[config.mk]
export PLATFORM = sky130hd
export DESIGN_NAME = arp_address_table_unit
export DESIGN_NICKNAME = d
export VERILOG_FILES = /design/src/rtl/arpat_pkg.sv /design/src/rtl/arp_address_table_unit.sv /design/src/rtl/arpat_cell.sv
export SDC_FILE = /design/constraint.sdc
export NUM_CORES = 2
export LEC_CHECK = 0
export BUFFER_PORTS_ARGS = -buffer_cell sky130_fd_sc_hd__buf_2
export CAP_MARGIN = 10
export CELL_PAD_IN_SITES_DETAIL_PLACEMENT = 0
export CELL_PAD_IN_SITES_GLOBAL_PLACEMENT = 1
export CORE_MARGIN = 3
export CORE_UTILIZATION = 54
export DETAILED_ROUTE_END_ITERATION = 10
export PLACE_DENSITY_LB_ADDON = 0.2
export SKIP_CTS_REPAIR_TIMING = 1
export SLEW_MARGIN = 0
export SYNTH_ARGS = -nofsm -noshare
export SYNTH_HDL_FRONTEND = slang
export SYNTH_SLANG_ARGS = --single-unit
[constraint.sdc]
create_clock -name clk -period 11 [get_ports clk]
set_clock_uncertainty 0.1 [all_clocks]
set_input_delay 1.65 -clock clk [delete_from_list [all_inputs] [get_ports clk]]
set_output_delay 1.65 -clock clk [all_outputs]
set_load 0.02 [all_outputs]
[src/rtl/arpat_pkg.sv]
// ----------------------------------------------------------------------------
// arpat_pkg
// Shared types and constants for the ARP address table: the search beat that
// runs down the row of table cells, and the sequencer states.
// ----------------------------------------------------------------------------
package arpat_pkg;

  localparam int unsigned IP_W         = 32;
  localparam int unsigned MAC_W        = 48;
  localparam int unsigned DEPTH_DFLT   = 16;

  // item kinds
  localparam logic KIND_INSERT = 1'b0;
  localparam logic KIND_LOOKUP = 1'b1;

  // search beat handed from cell to cell
  typedef struct packed {
    logic             vld;
    logic             hit;
    logic [IP_W-1:0]  key;
    logic [MAC_W-1:0] mac;
  } srch_t;

  typedef enum logic [1:0] {
    ST_IDLE,
    ST_SEARCH,
    ST_DONE
  } state_t;

endpackage

[src/rtl/arp_address_table_unit.sv]
// ----------------------------------------------------------------------------
// arp_address_table_unit
// Address resolution table: appends IPv4/MAC pairs and looks up the oldest
// MAC stored for an IPv4 address.
// ----------------------------------------------------------------------------
// Usage:
//   Input channel (in_valid/in_stall) carries one item per beat: in_kind
//   selects insert (0) or lookup (1), with in_ip_addr and in_mac_addr.
//   Output channel (out_valid/out_stall) returns one result beat per item:
//   out_found, out_found_mac, out_insert_dropped.
//   Entries live in a row of TABLE_DEPTH cells. An insert writes the cell at
//   the fill count directly; a full table drops it and flags the result.
//   A lookup beat enters the first cell and moves one cell per cycle; the
//   oldest matching cell stamps its MAC on the beat.
//   An insert result is registered by the sequencer and then moved to the
//   output register; a lookup result is captured when its search beat
//   leaves the last cell of the row, then moved to the output register.
//   One item is in work at a time: a new item is taken as soon as the
//   previous result has moved to the output register, even while that
//   register waits on out_stall.
//   Reset empties the table (fill count to zero) and clears both channels.
//   A stalled result holds on the output ports until taken.
// ----------------------------------------------------------------------------
module arp_address_table_unit #(
  parameter int unsigned TABLE_DEPTH = arpat_pkg::DEPTH_DFLT
) (
  input  logic                        clk,
  input  logic                        rst_n,
  input  logic                        in_valid,
  output logic                        in_stall,
  input  logic                        in_kind,
  input  logic [arpat_pkg::IP_W-1:0]  in_ip_addr,
  input  logic [arpat_pkg::MAC_W-1:0] in_mac_addr,
  output logic                        out_valid,
  input  logic                        out_stall,
  output logic                        out_found,
  output logic [arpat_pkg::MAC_W-1:0] out_found_mac,
  output logic                        out_insert_dropped
);

  localparam int unsigned CNT_W = $clog2(TABLE_DEPTH + 1);

  arpat_pkg::state_t state_r, state_nxt;
  logic [CNT_W-1:0]  count_r, count_nxt;

  logic                        res_found_r, res_found_nxt;
  logic [arpat_pkg::MAC_W-1:0] res_mac_r, res_mac_nxt;
  logic                        res_drop_r, res_drop_nxt;

  logic                        out_valid_r, out_valid_nxt;
  logic                        out_found_r;
  logic [arpat_pkg::MAC_W-1:0] out_mac_r;
  logic                        out_drop_r;

  logic in_acc;
  logic ins_go;
  logic out_load;
  logic full;

  arpat_pkg::srch_t chain [0:TABLE_DEPTH];
  logic [TABLE_DEPTH-1:0] wr_en;

  assign in_stall = (state_r != arpat_pkg::ST_IDLE);
  assign in_acc   = in_valid && !in_stall;
  assign full     = (count_r == CNT_W'(TABLE_DEPTH));
  assign ins_go   = in_acc && (in_kind == arpat_pkg::KIND_INSERT) && !full;
  assign out_load = (state_r == arpat_pkg::ST_DONE) && (!out_valid_r || !out_stall);

  // search beat injected at the head of the row
  always_comb begin
    chain[0].vld = in_acc && (in_kind == arpat_pkg::KIND_LOOKUP);
    chain[0].hit = 1'b0;
    chain[0].key = in_ip_addr;
    chain[0].mac = '0;
  end

  // row of table cells
  for (genvar i = 0; i < TABLE_DEPTH; i++) begin : g_cell
    assign wr_en[i] = ins_go && (count_r == CNT_W'(i));

    arpat_cell #(
      .INDEX (i),
      .CNT_W (CNT_W)
    ) u_cell (
      .clk      (clk),
      .rst_n    (rst_n),
      .wr_en    (wr_en[i]),
      .wr_ip    (in_ip_addr),
      .wr_mac   (in_mac_addr),
      .count    (count_r),
      .srch_in  (chain[i]),
      .srch_out (chain[i+1])
    );
  end

  // sequencer: next state, fill count and result capture
  always_comb begin
    state_nxt     = state_r;
    count_nxt     = count_r;
    res_found_nxt = res_found_r;
    res_mac_nxt   = res_mac_r;
    res_drop_nxt  = res_drop_r;
    unique case (state_r)
      arpat_pkg::ST_IDLE: begin
        if (in_acc) begin
          if (in_kind == arpat_pkg::KIND_INSERT) begin
            res_found_nxt = 1'b0;
            res_mac_nxt   = '0;
            res_drop_nxt  = full;
            if (!full) begin
              count_nxt = count_r + CNT_W'(1);
            end
            state_nxt = arpat_pkg::ST_DONE;
          end else begin
            state_nxt = arpat_pkg::ST_SEARCH;
          end
        end
      end
      arpat_pkg::ST_SEARCH: begin
        if (chain[TABLE_DEPTH].vld) begin
          res_found_nxt = chain[TABLE_DEPTH].hit;
          res_mac_nxt   = chain[TABLE_DEPTH].mac;
          res_drop_nxt  = 1'b0;
          state_nxt     = arpat_pkg::ST_DONE;
        end
      end
      arpat_pkg::ST_DONE: begin
        if (out_load) begin
          state_nxt = arpat_pkg::ST_IDLE;
        end
      end
      default: begin
        state_nxt = arpat_pkg::ST_IDLE;
      end
    endcase
  end

  always_ff @(posedge clk) begin
    if (!rst_n) begin
      state_r <= arpat_pkg::ST_IDLE;
      count_r <= '0;
    end else begin
      state_r <= state_nxt;
      count_r <= count_nxt;
    end
    res_found_r <= res_found_nxt;
    res_mac_r   <= res_mac_nxt;
    res_drop_r  <= res_drop_nxt;
  end

  // output register
  always_comb begin
    out_valid_nxt = out_valid_r;
    if (out_load) begin
      out_valid_nxt = 1'b1;
    end else if (!out_stall) begin
      out_valid_nxt = 1'b0;
    end
  end

  always_ff @(posedge clk) begin
    if (!rst_n) begin
      out_valid_r <= 1'b0;
    end else begin
      out_valid_r <= out_valid_nxt;
    end
    if (out_load) begin
      out_found_r <= res_found_r;
      out_mac_r   <= res_mac_r;
      out_drop_r  <= res_drop_r;
    end
  end

  assign out_valid          = out_valid_r;
  assign out_found          = out_found_r;
  assign out_found_mac      = out_mac_r;
  assign out_insert_dropped = out_drop_r;

  // checks
  a_count_bound: assert property (@(posedge clk) disable iff (!rst_n)
    count_r <= CNT_W'(TABLE_DEPTH))
    else $error("fill count beyond table depth");

  a_tail_in_search: assert property (@(posedge clk) disable iff (!rst_n)
    chain[TABLE_DEPTH].vld |-> (state_r == arpat_pkg::ST_SEARCH))
    else $error("search beat left the row outside a lookup");

  a_drop_holds_count: assert property (@(posedge clk) disable iff (!rst_n)
    (in_acc && (in_kind == arpat_pkg::KIND_INSERT) && full) |=> full)
    else $error("dropped insert changed the fill count");

  a_insert_no_hit: assert property (@(posedge clk) disable iff (!rst_n)
    (out_valid_r && out_drop_r) |-> (!out_found_r && (out_mac_r == '0)))
    else $error("dropped insert reported a hit");

endmodule

[src/rtl/arpat_cell.sv]
// ----------------------------------------------------------------------------
// arpat_cell
// One table entry. Holds an address pair, and compares the passing search
// beat against it; the first occupied cell that matches marks the beat a hit.
// ----------------------------------------------------------------------------
module arpat_cell #(
  parameter int unsigned INDEX = 0,
  parameter int unsigned CNT_W = 5
) (
  input  logic                       clk,
  input  logic                       rst_n,
  input  logic                       wr_en,
  input  logic [arpat_pkg::IP_W-1:0] wr_ip,
  input  logic [arpat_pkg::MAC_W-1:0] wr_mac,
  input  logic [CNT_W-1:0]           count,
  input  arpat_pkg::srch_t           srch_in,
  output arpat_pkg::srch_t           srch_out
);

  logic [arpat_pkg::IP_W-1:0]  ip_r;
  logic [arpat_pkg::MAC_W-1:0] mac_r;
  arpat_pkg::srch_t            srch_r;
  arpat_pkg::srch_t            srch_nxt;
  logic                        occ;

  // entry is live only below the fill count
  assign occ = (CNT_W'(INDEX) < count);

  // entry storage
  always_ff @(posedge clk) begin
    if (wr_en) begin
      ip_r  <= wr_ip;
      mac_r <= wr_mac;
    end
  end

  // compare and pass on
  always_comb begin
    srch_nxt = srch_in;
    if (srch_in.vld && !srch_in.hit && occ && (ip_r == srch_in.key)) begin
      srch_nxt.hit = 1'b1;
      srch_nxt.mac = mac_r;
    end
  end

  always_ff @(posedge clk) begin
    if (!rst_n) begin
      srch_r.vld <= 1'b0;
    end else begin
      srch_r.vld <= srch_nxt.vld;
    end
    srch_r.hit <= srch_nxt.hit;
    srch_r.key <= srch_nxt.key;
    srch_r.mac <= srch_nxt.mac;
  end

  assign srch_out = srch_r;

endmodule
==> impl_results.html <==
<table>
<tr><th>Metric</th><th>Value</th></tr>
<tr><th colspan="2">Synthesis</th></tr>
<tr><td>Share of the synthesized area in compound gates (AO/OA/AOI/OAI)</td><td>0.001646</td></tr>
<tr><td>Distinct cells, synth</td><td>between 40 and 50</td></tr>
<tr><td>Multiplexer share of the synthesized area</td><td>0.09802</td></tr>
<tr><td>Fraction of synthesis flops using an asynchronous set or reset pin</td><td>0</td></tr>
<tr><td>Top cell type by total area after synthesis</td><td>sky130_fd_sc_hd__edfxtp_1</td></tr>
<tr><td>Primary FF master, synth</td><td>sky130_fd_sc_hd__edfxtp_1</td></tr>
<tr><td>Area contributors post-synth</td><td>sky130_fd_sc_hd__edfxtp_1 (50%), sky130_fd_sc_hd__dfxtp_1 (31%), sky130_fd_sc_hd__mux2_2 (9.8%), sky130_fd_sc_hd__xor2_1 (3.8%), sky130_fd_sc_hd__xnor2_1 (1.6%)</td></tr>
<tr><td>Avg Synthesized Cell Area</td><td>18.82 um2</td></tr>
<tr><td>Parity-gate share of the synthesized area counting xor and xnor cells</td><td>0.05424</td></tr>
<tr><td>Number of instances in the synthesized netlist</td><td>between 4000 and 5000</td></tr>
<tr><td>Mapped Area</td><td>82830 um2</td></tr>
<tr><td>Post-synth EDFFs</td><td>1380</td></tr>
<tr><td>Synthesized Nets</td><td>approximately 4500</td></tr>
<tr><td>Dominant combinational cell family by area after synthesis</td><td>multiplexers</td></tr>
<tr><td>Sequential element share of the synthesized area</td><td>0.8116</td></tr>
<tr><td>Synthesis-stage register bit count</td><td>2668</td></tr>
<tr><td>Synthesized-area fraction occupied by adder cells</td><td>0.0004532</td></tr>
<tr><td>Area share of the largest cell type after synthesis</td><td>0.5003</td></tr>
<tr><td>Synth warn</td><td>0</td></tr>
<tr><td>Synthesized-area fraction occupied by and/or/nand/nor cells</td><td>0.02788</td></tr>
<tr><th colspan="2">STA</th></tr>
<tr><td>Final period utilization</td><td>0.4111</td></tr>
<tr><td>Final critical delay including setup and external delays</td><td>4522 ps</td></tr>
<tr><td>Achievable clock frequency</td><td>between 200 and 250 MHz</td></tr>
<tr><td>Final Hold Viols</td><td>0</td></tr>
<tr><td>Final sum of negative setup slack</td><td>0 ps</td></tr>
<tr><td>Worst max-slew margin expressed relative to the limit</td><td>0.2217</td></tr>
<tr><td>Final number of setup-violating endpoints</td><td>0</td></tr>
<tr><td>Unrepaired setup endpoints after global routing</td><td>false</td></tr>
<tr><td>Number of max-slew violations in the final report</td><td>0</td></tr>
<tr><td>Transition time at the pin with the least slew margin</td><td>~1200 ps</td></tr>
<tr><th colspan="2">Critical path</th></tr>
<tr><td>Worst setup path class</td><td>input pin to flop</td></tr>
<tr><td>Slowest library cell on the worst path</td><td>sky130_fd_sc_hd__nor2_4</td></tr>
<tr><td>Crit-path cells</td><td>buf_2, or4b_2, nor2_1, nand3_1, nor2_4, buf_4</td></tr>
<tr><td>Largest fanout on the critical path</td><td>54</td></tr>
<tr><td>Type of destination of the critical path</td><td>flop</td></tr>
<tr><td>Type of origin of the critical path</td><td>input pin</td></tr>
<tr><td>Crit path largest cell delay</td><td>around 890 ps</td></tr>
<tr><td>Delay-heaviest family, CP</td><td>simple AND/OR/NAND/NOR gates</td></tr>
<tr><td>Required time of the critical path</td><td>11380 ps</td></tr>
<tr><td>Data arrival time of the critical path</td><td>4900 ps</td></tr>
<tr><td>Crit path buf inv count</td><td>2</td></tr>
<tr><td>Flop-to-flop setup slack</td><td>slightly below 7000 ps</td></tr>
<tr><th colspan="2">Floorplan</th></tr>
<tr><td>Initial core utilization</td><td>0.5447</td></tr>
<tr><td>Core Box Area</td><td>roughly 150000 um2</td></tr>
<tr><td>Area of the die</td><td>between 150000 and 200000 um2</td></tr>
<tr><td>Width of the die</td><td>slightly below 400 um</td></tr>
<tr><td>Die height</td><td>approximately 400 um</td></tr>
<tr><td>Row count</td><td>about 140</td></tr>
<tr><td>Boundary Pins</td><td>around 140</td></tr>
<tr><th colspan="2">Detailed routing</th></tr>
<tr><td>Pre-Repair DR Iteration Count</td><td>5</td></tr>
<tr><td>Number of routed nets with antenna violations</td><td>0</td></tr>
<tr><td>Routed wirelength normalized by instance count</td><td>between 20 and 25 um</td></tr>
<tr><td>Final Routed Wirelength</td><td>approximately 160000 um</td></tr>
<tr><td>Via Count</td><td>between 30000 and 40000</td></tr>
<tr><td>Violation count after the first detailed-route iteration</td><td>2169</td></tr>
<tr><td>DR DRC count</td><td>0</td></tr>
<tr><td>Routed vias/inst</td><td>slightly above 5</td></tr>
<tr><th colspan="2">Clock tree</th></tr>
<tr><td>CTS tree</td><td>yes</td></tr>
<tr><td>Clk pin slew, worst setup/hold paths</td><td>around 60 ps</td></tr>
<tr><td>Num CTS Buffers</td><td>275</td></tr>
<tr><td>Clock tree sinks</td><td>~2700</td></tr>
<tr><td>Number of levels the H-tree was split into</td><td>5</td></tr>
<tr><td>Maximum clock insertion buffer count</td><td>4</td></tr>
<tr><td>Clock latency of the later-clocked register in the worst-skew pair</td><td>about 900 ps</td></tr>
<tr><td>Root Buffer</td><td>sky130_fd_sc_hd__clkbuf_16</td></tr>
<tr><th colspan="2">GRT</th></tr>
<tr><td>Vias in the first global route</td><td>about 37000</td></tr>
<tr><td>Maximum number of pins on one net before global-route repair</td><td>68</td></tr>
<tr><td>Combined global-route utilization of all metal layers</td><td>0.2082</td></tr>
<tr><td>Global-route wire length before repair</td><td>roughly 240000 um</td></tr>
<tr><td>Antenna violations before repair</td><td>10</td></tr>
<tr><td>Total grt overflow</td><td>0</td></tr>
<tr><th colspan="2">Run</th></tr>
<tr><td>Maxcap violations</td><td>0</td></tr>
<tr><th colspan="2">Status</th></tr>
<tr><td>Result of the run</td><td>finished clean</td></tr>
<tr><th colspan="2">Layout</th></tr>
<tr><td>Net total in the final layout</td><td>about 5000</td></tr>
<tr><td>Core utilization of the finished layout</td><td>0.6246</td></tr>
<tr><td>Layout-stage area growth over the synthesis result</td><td>14.68%</td></tr>
<tr><td>Most frequent cells in the layout</td><td>sky130_fd_sc_hd__edfxtp_1 (1380), sky130_fd_sc_hd__dfxtp_1 (1288), sky130_fd_sc_hd__mux2_2 (721), sky130_fd_sc_hd__xor2_1 (358), sky130_fd_sc_hd__clkbuf_16 (286)</td></tr>
<tr><td>Share of layout cells above drive strength 1</td><td>0.2722</td></tr>
<tr><td>Most common library cell in the layout ignoring fill and taps</td><td>sky130_fd_sc_hd__edfxtp_1</td></tr>
<tr><th colspan="2">Power and ir drop</th></tr>
<tr><td>IR drop worst, VDD</td><td>roughly 0.16 mV</td></tr>
<tr><td>Leakage</td><td>about 35 nW</td></tr>
<tr><td>Power density of the placed cells</td><td>208.5 nW/um2</td></tr>
<tr><th colspan="2">Placement</th></tr>
<tr><td>Port Buffer Count</td><td>136</td></tr>
<tr><td>Final HPWL from detailed placement</td><td>just under 100000 um</td></tr>
<tr><td>Gpl congestion</td><td>roughly 0.80</td></tr>
<tr><th colspan="2">Min path</th></tr>
<tr><td>Worst Hold Class</td><td>flop to flop</td></tr>
</table>
state kept, by name, indices dropped and copies added (netlist names), 2 cells and up:
name                    count
g_cell.u_cell.ip_r        512
out_found_mac              48
count_r                     5
state_r                     2
res_mac_r                  48
g_cell.u_cell.mac_r       768
g_cell.u_cell.srch_out   1280
synthesized netlist by cell type (all sizes together), types with 2 or more instances:
library cell	n
nor2	25
nand2	11
and2	111
a2111oi	2
buf	81
nor4	95
nand3	22
or3	3
xor2	358
nand4b	8
xnor2	155
mux2	721
nand4	49
nand2b	5
ha	3
or2	13
or4b	4
or4	4
a31oi	2
clkbuf	12
edfxtp	1380
a21oi	10
inv	7
nor3	17
o21ai	4
dfxtp	1288
nor4b	2
nor2b	2
cells by family after synthesis:
kind of cell | after synthesis
and+or+nand+nor | 374
muxes | 721
DFF | 2668
buffers and inverters | 101
adders and majority gates | 3
AOI/OAI and AO/OA | 22
xor gates and xnor gates | 513
final timing paths:
path                                      start                       endpoint  depth (start not counted)
setup / recovery                        in_kind     g_cell[9].u_cell.mac_r[24]                          6
hold / removal    g_cell[3].u_cell.srch_out[73]  g_cell[4].u_cell.srch_out[73]                          0
setup reg to reg                     state_r[1]     g_cell[9].u_cell.mac_r[24]                          5
hold reg to reg   g_cell[3].u_cell.srch_out[73]  g_cell[4].u_cell.srch_out[73]                          0
area by class of cell:
cell class / count / area [um2]
multi-input cells: 1633 / 15340
flip-flops and latches: 2668 / 67220
clock buffers: 404 / 8070
fillers: 10756 / 57090
repair buffers: 195 / 1124
well taps: 2030 / 2540
inverters: 8 / 30.03
diodes: 11 / 27.53
clock inverters: 77 / 636.9
worst register-to-register path: stages, from the launching register on:
cell,delay (ps)
sky130_fd_sc_hd__dfxtp_1,390
sky130_fd_sc_hd__or4b_2,870
sky130_fd_sc_hd__nor2_1,330
sky130_fd_sc_hd__nand3_1,300
sky130_fd_sc_hd__nor2_4,890
sky130_fd_sc_hd__buf_4,790
layer usage:
layer	routed length (um)	up-vias	GRT usage
met3	8721	230	0.03991
met2	75840	868	0.3300
met5	0	-	0
met4	2741	0	0.05009
li1	-	16722	-
met1	75390	18387	0.2997
where the power goes:
group          total [W]  internal, W  switching (W)
clock            0.00884      0.00530        0.00354
combinational   0.000285    0.0000766       0.000208
sequential        0.0107       0.0106      0.0000879
total             0.0198       0.0160        0.00384
metrics by stage:
step / hold WS, ps / area [um2] / power, W / worst slack, ps / cells
2_1_floorplan: 248.9 / 82830 / 0.01097 / 1728 / 4402
6_report: 242.7 / 94990 / 0.01980 / 6478 / 7026
4_1_cts: 247.3 / 94960 / 0.01999 / 6531 / 7015
3_5_place_dp: 253.0 / 86260 / 0.01118 / 5578 / 6534
3_3_place_gp: 250.7 / 86260 / 0.01117 / 5594 / 6534
5_1_grt: 254.7 / 94960 / 0.02042 / 6372 / 7016
Power figures use the tool's default switching activity.
